===== src/rtl/vertex_weld_indexer_unit_defines.svh =====
// ----------------------------------------------------------------------------
// Vertex weld indexer assertion macros
// Shared concurrent assertion forms, clocked on clk and disabled in reset.
// ----------------------------------------------------------------------------
`ifndef VERTEX_WELD_INDEXER_UNIT_DEFINES_SVH
`define VERTEX_WELD_INDEXER_UNIT_DEFINES_SVH

// same-cycle implication
`define VWI_ASSERT_NOW(label, ante, cons, msg) \
  label: assert property (@(posedge clk) disable iff (!rst_n) (ante) |-> (cons)) \
    else $error(msg);

// next-cycle implication
`define VWI_ASSERT_NEXT(label, ante, cons, msg) \
  label: assert property (@(posedge clk) disable iff (!rst_n) (ante) |=> (cons)) \
    else $error(msg);

`endif


===== src/rtl/vwi_pkg.sv =====
// ----------------------------------------------------------------------------
// vwi_pkg
// Types and constants of the vertex weld indexer.
// ----------------------------------------------------------------------------
package vwi_pkg;

  localparam int unsigned POS_W   = 32;
  localparam int unsigned TEX_W   = 24;
  localparam int unsigned NORM_W  = 16;
  localparam int unsigned TOL_W   = 16;
  localparam int unsigned THR_W   = 30;
  localparam int unsigned CIDX_W  = 2;
  localparam int unsigned VIDX_W  = 10;
  localparam int unsigned PROD_W  = 2 * NORM_W;
  localparam int unsigned DOT_W   = PROD_W + 2;

  localparam logic [TOL_W-1:0] POS_TOL_RST = 16'd41;
  localparam logic [TOL_W-1:0] TEX_TOL_RST = 16'd66;
  localparam logic [THR_W-1:0] COS_THR_RST = 30'd268167021;

  typedef enum logic [CIDX_W-1:0] {
    CFG_POS_TOL = 2'd0,
    CFG_TEX_TOL = 2'd1,
    CFG_COS_THR = 2'd2
  } vwi_cfg_idx_t;

  typedef struct packed {
    logic signed [POS_W-1:0]  pos_x;
    logic signed [POS_W-1:0]  pos_y;
    logic signed [POS_W-1:0]  pos_z;
    logic signed [TEX_W-1:0]  tex_s;
    logic signed [TEX_W-1:0]  tex_t;
    logic signed [NORM_W-1:0] norm_x;
    logic signed [NORM_W-1:0] norm_y;
    logic signed [NORM_W-1:0] norm_z;
  } vwi_vertex_t;

  typedef struct packed {
    logic [TOL_W-1:0] pos_tol;
    logic [TOL_W-1:0] tex_tol;
    logic [THR_W-1:0] cos_thr;
  } vwi_cfg_t;

endpackage


===== src/rtl/vwi_match.sv =====
// ----------------------------------------------------------------------------
// vwi_match
// Two-stage compare of one stored entry against the current vertex:
// tolerance windows and normal products registered, dot product checked next.
// ----------------------------------------------------------------------------
module vwi_match (
  input  logic                clk,
  input  vwi_pkg::vwi_vertex_t entry,
  input  vwi_pkg::vwi_vertex_t item,
  input  vwi_pkg::vwi_cfg_t    cfg,
  output logic                match
);
  import vwi_pkg::*;

  logic                     win_ok;
  logic                     zero_both;
  logic signed [PROD_W-1:0] prod_x, prod_y, prod_z;

  logic                     win_ok_r;
  logic                     zero_both_r;
  logic signed [PROD_W-1:0] prod_x_r, prod_y_r, prod_z_r;
  logic signed [DOT_W-1:0]  dot;
  logic signed [DOT_W-1:0]  thr;

  function automatic logic in_window(input logic signed [POS_W:0] a,
                                     input logic signed [POS_W:0] b,
                                     input logic [TOL_W-1:0]      tol);
    logic signed [POS_W:0] d_ab;
    logic signed [POS_W:0] d_ba;
    logic signed [POS_W:0] t;
    d_ab = a - b;
    d_ba = b - a;
    t    = $signed({{(POS_W + 1 - TOL_W){1'b0}}, tol});
    return (d_ab <= t) && (d_ba <= t);
  endfunction

  always_comb begin
    win_ok =
      in_window((POS_W+1)'(entry.pos_x), (POS_W+1)'(item.pos_x), cfg.pos_tol) &&
      in_window((POS_W+1)'(entry.pos_y), (POS_W+1)'(item.pos_y), cfg.pos_tol) &&
      in_window((POS_W+1)'(entry.pos_z), (POS_W+1)'(item.pos_z), cfg.pos_tol) &&
      in_window((POS_W+1)'(entry.tex_s), (POS_W+1)'(item.tex_s), cfg.tex_tol) &&
      in_window((POS_W+1)'(entry.tex_t), (POS_W+1)'(item.tex_t), cfg.tex_tol);
    zero_both = (entry.norm_x == '0) && (entry.norm_y == '0) && (entry.norm_z == '0) &&
                (item.norm_x == '0) && (item.norm_y == '0) && (item.norm_z == '0);
    prod_x = entry.norm_x * item.norm_x;
    prod_y = entry.norm_y * item.norm_y;
    prod_z = entry.norm_z * item.norm_z;
  end

  always_ff @(posedge clk) begin
    win_ok_r    <= win_ok;
    zero_both_r <= zero_both;
    prod_x_r    <= prod_x;
    prod_y_r    <= prod_y;
    prod_z_r    <= prod_z;
  end

  always_comb begin
    dot   = DOT_W'(prod_x_r) + DOT_W'(prod_y_r) + DOT_W'(prod_z_r);
    thr   = $signed({{(DOT_W - THR_W){1'b0}}, cfg.cos_thr});
    match = win_ok_r && (zero_both_r || (dot >= thr));
  end

endmodule


===== config.mk =====
export PLATFORM = sky130hd
export DESIGN_NAME = vwi_match
export DESIGN_NICKNAME = d
export VERILOG_FILES = /design/src/rtl/vertex_weld_indexer_unit_defines.svh /design/src/rtl/vwi_pkg.sv /design/src/rtl/vwi_match.sv
export SDC_FILE = /design/constraint.sdc
export NUM_CORES = 2
export LEC_CHECK = 0
export BUFFER_PORTS_ARGS = -buffer_cell sky130_fd_sc_hd__buf_2
export CAP_MARGIN = 20
export CORE_ASPECT_RATIO = 1.25
export CORE_MARGIN = 5
export CORE_UTILIZATION = 58
export DETAILED_ROUTE_END_ITERATION = 16
export PLACE_DENSITY = 0.87
export RECOVER_POWER = 100
export SLEW_MARGIN = 5
export SYNTH_ARGS = -nofsm -noshare
export SYNTH_HDL_FRONTEND = slang
export SYNTH_SLANG_ARGS = --single-unit

===== constraint.sdc =====
create_clock -name clk -period 6.4 [get_ports clk]
set_input_delay 0.32 -clock clk [delete_from_list [all_inputs] [get_ports clk]]
set_output_delay 0.32 -clock clk [all_outputs]
set_load 0.01 [all_outputs]

==> results.md <==
- The final count of hold timing violations is 0.
- Yosys mapped the design onto 93 distinct sky130hd cell types.
- The type of the worst min-delay path is in -> reg.
- The worst setup path is launched from a flop.
- The number of rows created at floorplan is 124.
- The number of fillers in the final layout is 7572.
- The buffer cell driving the clock tree root is sky130_fd_sc_hd__clkbuf_16.
- After floorplanning, the core was sized to cover 91500 sq um.
- The hold buffer count at CTS is 0.
- The type of destination of the critical path is a primary output.
- In this run the worst setup path begins at prod_x_r[2].
- For this run, the number of Yosys warnings is 0.
- Once layout is complete, the utilization of the core stands at 63.7%.
- The routability congestion estimate is 0.951.
- met2 is the most crowded layer.
- For the worst setup path, the data required time is 6.08 ns.
- The number of vias per cell is 5.83.
- In this run the mean area of a mapped cell was 8.14 sq um.
- The maximum root-to-sink buffer count is 2.
- In this run, the number of DRC markers left after iteration 0 of detailed routing was 3125.
- The via count of the first global-routing pass is 49802.
- The boundary pin count is 448.
- The synthesized cell area is 53600 sq um.
- Measured against its own limit, the worst slew margin works out to 26.6%.
- The total buffers and inverters traversed by the critical path is 1.
- The cell count after synthesis is 6582.
- The maximum number of pins on one net before global-route repair is 20.
- The logic depth of the worst setup path including buffers is 21.
- The run finished with clean final reports.
- TritonCTS built the clock tree.
- In the post-synthesis netlist, the biggest area contributors are sky130_fd_sc_hd__fa_1, sky130_fd_sc_hd__ha_1, sky130_fd_sc_hd__inv_1.
- In the layout the commonest cells are sky130_fd_sc_hd__inv_1, sky130_fd_sc_hd__fa_1, sky130_fd_sc_hd__ha_1.
- The final worst-path cycle share is 96.9%.
- The number of nets with antenna violations after routing is 0.
- The post-CTS setup repair buffer count is 0.
- The overflow left after global routing is 0.
- Summed over all instances, the cell type with the most area after synthesis is sky130_fd_sc_hd__fa_1.
- The count of flip-flops with a built-in enable after synthesis is 0.
- The placed wire-length estimate is 135000 um.
- The count of pins over their slew limit is 0.
- Setup violations remaining at the end of the flow were counted as 0.
- From synthesis to final layout, the design area changed by 8.71%.
- For this configuration, the core starts out at a cell density of 58.6%.
- Before antenna repair, the detailed router went through 8 iterations.
- Measured along the x axis, the die boundary spans 282 um.
- During placement, the flow inserted port buffers numbering 447.
- Measured along the y axis, the die boundary spans 350 um.
- The clock buffer count from CTS is 9.
- For this run, design rule violations remaining after detail routing come to 0.
- For this run, the top clock speed supported by timing is 0.161 GHz.
- The wire length of the first global-routing pass is 249000 um.
- The initial antenna violation count is 16.
- Across the run, the number of max-cap violations was 0.
- The flip-flop and latch count after synthesis is 98.
- The final net count is 9023.
- Counting stages on the worst path, the most repeated cell is sky130_fd_sc_hd__o21a_1.
- The met2 usage is 54.8%.
- Subtracting the final worst setup slack from the clock period gives 6.20 ns.
- The routing usage on met1 is 37.3%.
- In the final routed layout, each cell accounts on average for 18.9 um.
- The worst-margin pin slew is 1.09 ns.
- The number of nets in the synthesized netlist is 8609.
- Following the worst setup path forward leads to its endpoint at match.
- Grouping stages by cell kind, the critical path spends the most delay in compound AO/OA/AOI/OAI gates.
- The total number of vias is 47885.
- The share of the synthesized area in the top cell type is 31.0%.
- The most common library cell in the layout ignoring fill and taps is sky130_fd_sc_hd__inv_1.
- Traced cell by cell, the critical path runs through fa_1, ha_1, a21oi_1, nor2_1, o311ai_2, a311oi_2, o21a_1, o21a_1, o21a_1, nor2_1, xnor2_1, ha_1, a2111oi_0, a21oi_1, o41ai_1, and3_1, o221ai_1, mux2_2, o21ai_1, a211oi_2, buf_4.
- For this block, the routed nets add up to 155000 um of wire.
- The clock-pin slew on the worst setup and hold paths is 0.08 ns.
- In the final layout, the share of cells above drive strength 1 is 10.2%.
- Global routing used 30.9% of the available tracks across all layers.
- The clock sink count is 98.
- The maximum level of the CTS H-tree is 3.
- The main flop type after synthesis is sky130_fd_sc_hd__dfxtp_1.
- The startpoint-to-endpoint class of the critical path is reg -> out.
- The met3 routing resource usage after global routing is 3.38%.
- The fraction of the yosys area taken by sequential cells is 3.66%.
- The die covers 98600 sq um.
- The number of gates resized after CTS was 0.
- The data arrival time at the worst-slack endpoint is 5.88 ns.
- On the worst path, the slowest cell contributes a delay of 0.62 ns.
- For this run, asynchronously set or reset flops after synthesis account for 0%.
- For this design, the slowest cell found on the critical path is sky130_fd_sc_hd__fa_1.
- Along the worst path, the maximum fanout reaches 4.
-- worst min path at each step --
stage | startpoint | to | slack (ns) | cells after the start
6_report | entry[0] | prod_z_r[0] | 0.42 | 2
2_1_floorplan | entry[32] | prod_x_r[0] | 0.44 | 1
3_5_place_dp | entry[0] | prod_z_r[0] | 0.78 | 2
3_3_place_gp | entry[0] | prod_z_r[0] | 0.76 | 2
4_1_cts | entry[0] | prod_z_r[0] | 0.41 | 2
5_1_grt | entry[0] | prod_z_r[0] | 0.43 | 2
-- metrics by stage --
| stage | hold slack, ns | worst slack, ns | instance area, sq um | setup TNS (ns) | std cells |
|---|---|---|---|---|---|
| final | 0.425 | 0.201 | 58300 | 0 | 8211 |
| after global routing | 0.425 | -0.00832 | 58300 | -0.00832 | 8205 |
| after CTS | 0.406 | 0.0334 | 58200 | 0 | 8197 |
| after detailed placement | 0.778 | -0.305 | 57800 | -0.735 | 8181 |
| after global placement | 0.762 | -0.137 | 57800 | -0.240 | 8180 |
| after floorplan | 0.442 | 0.00312 | 53600 | 0 | 6582 |
-- logic make-up (layout without fill, tap and decap cells) --
group                    count (synthesis)  in the layout  synth area share [%]
adder cells (fa/ha/maj)               1580           1580                  48.5
buffers and inverters                 1524           1943                  10.8
AO/OA/AOI/OAI                         1217           1217                  14.4
flip-flops                              98             98                  3.66
XOR/XNOR                               328            328                  5.36
other                                    0             13                     0
multiplexers                            19             19                 0.369
AND/OR/NAND/NOR                       1816           1816                  16.9
-- state kept, by name, indices dropped and copies added, names as in the netlist --
register / count
zero_both_r: 1
prod_y_r: 32
win_ok_r: 1
prod_x_r: 32
prod_z_r: 32
-- Yosys cell counts (7+ instances only) --
master,count
sky130_fd_sc_hd__inv_1,1292
sky130_fd_sc_hd__fa_1,829
sky130_fd_sc_hd__ha_1,751
sky130_fd_sc_hd__nand2_1,580
sky130_fd_sc_hd__a21oi_1,391
sky130_fd_sc_hd__and2_1,386
sky130_fd_sc_hd__nor2_1,314
sky130_fd_sc_hd__xnor2_1,248
sky130_fd_sc_hd__o21ai_0,236
sky130_fd_sc_hd__clkbuf_1,182
sky130_fd_sc_hd__a21o_1,134
sky130_fd_sc_hd__dfxtp_1,98
sky130_fd_sc_hd__nand3_1,88
sky130_fd_sc_hd__xor2_1,80
sky130_fd_sc_hd__nor3_1,79
sky130_fd_sc_hd__o21a_1,70
sky130_fd_sc_hd__nor2b_1,65
sky130_fd_sc_hd__nand2b_1,64
sky130_fd_sc_hd__nand4_1,63
sky130_fd_sc_hd__o21bai_1,44
sky130_fd_sc_hd__nor4_1,42
sky130_fd_sc_hd__a31oi_1,41
sky130_fd_sc_hd__a211oi_1,39
sky130_fd_sc_hd__buf_2,38
sky130_fd_sc_hd__o21ai_1,38
sky130_fd_sc_hd__and3_1,34
sky130_fd_sc_hd__o211ai_1,25
sky130_fd_sc_hd__or3_1,23
sky130_fd_sc_hd__o31ai_1,21
sky130_fd_sc_hd__a2111oi_0,18
sky130_fd_sc_hd__and4_1,17
sky130_fd_sc_hd__nand3b_1,14
sky130_fd_sc_hd__o31a_1,14
sky130_fd_sc_hd__mux2i_1,13
sky130_fd_sc_hd__or2_2,13
sky130_fd_sc_hd__a221oi_1,11
sky130_fd_sc_hd__o2111ai_1,10
sky130_fd_sc_hd__a21boi_0,9
sky130_fd_sc_hd__a211o_1,8
sky130_fd_sc_hd__a21boi_1,7
sky130_fd_sc_hd__buf_1,7
sky130_fd_sc_hd__o221ai_1,7
sky130_fd_sc_hd__o41ai_1,7
sky130_fd_sc_hd__or4_1,7
-- per-layer routing --
metal | vias to the layer above | wire length [um]
li1 | 21995 | -
met1 | 23336 | 58200
met2 | 2014 | 77000
met3 | 532 | 10200
met4 | 8 | 9690
met5 | - | 53
-- layout make-up --
type	instances	area (sq um)	area share [%]
clock buffers	9	225	0.386
inverters	1294	4860	8.34
repair buffers	633	3650	6.27
multi-input cells	4960	45900	78.9
diodes	13	32.5	0.0558
clock inverters	7	96.3	0.165
flip-flops and latches	98	1960	3.37
well taps	1197	1500	2.57
Power is not shown: default switching activity piles up to over one toggle a cycle in this logic, so the estimate is an artifact.
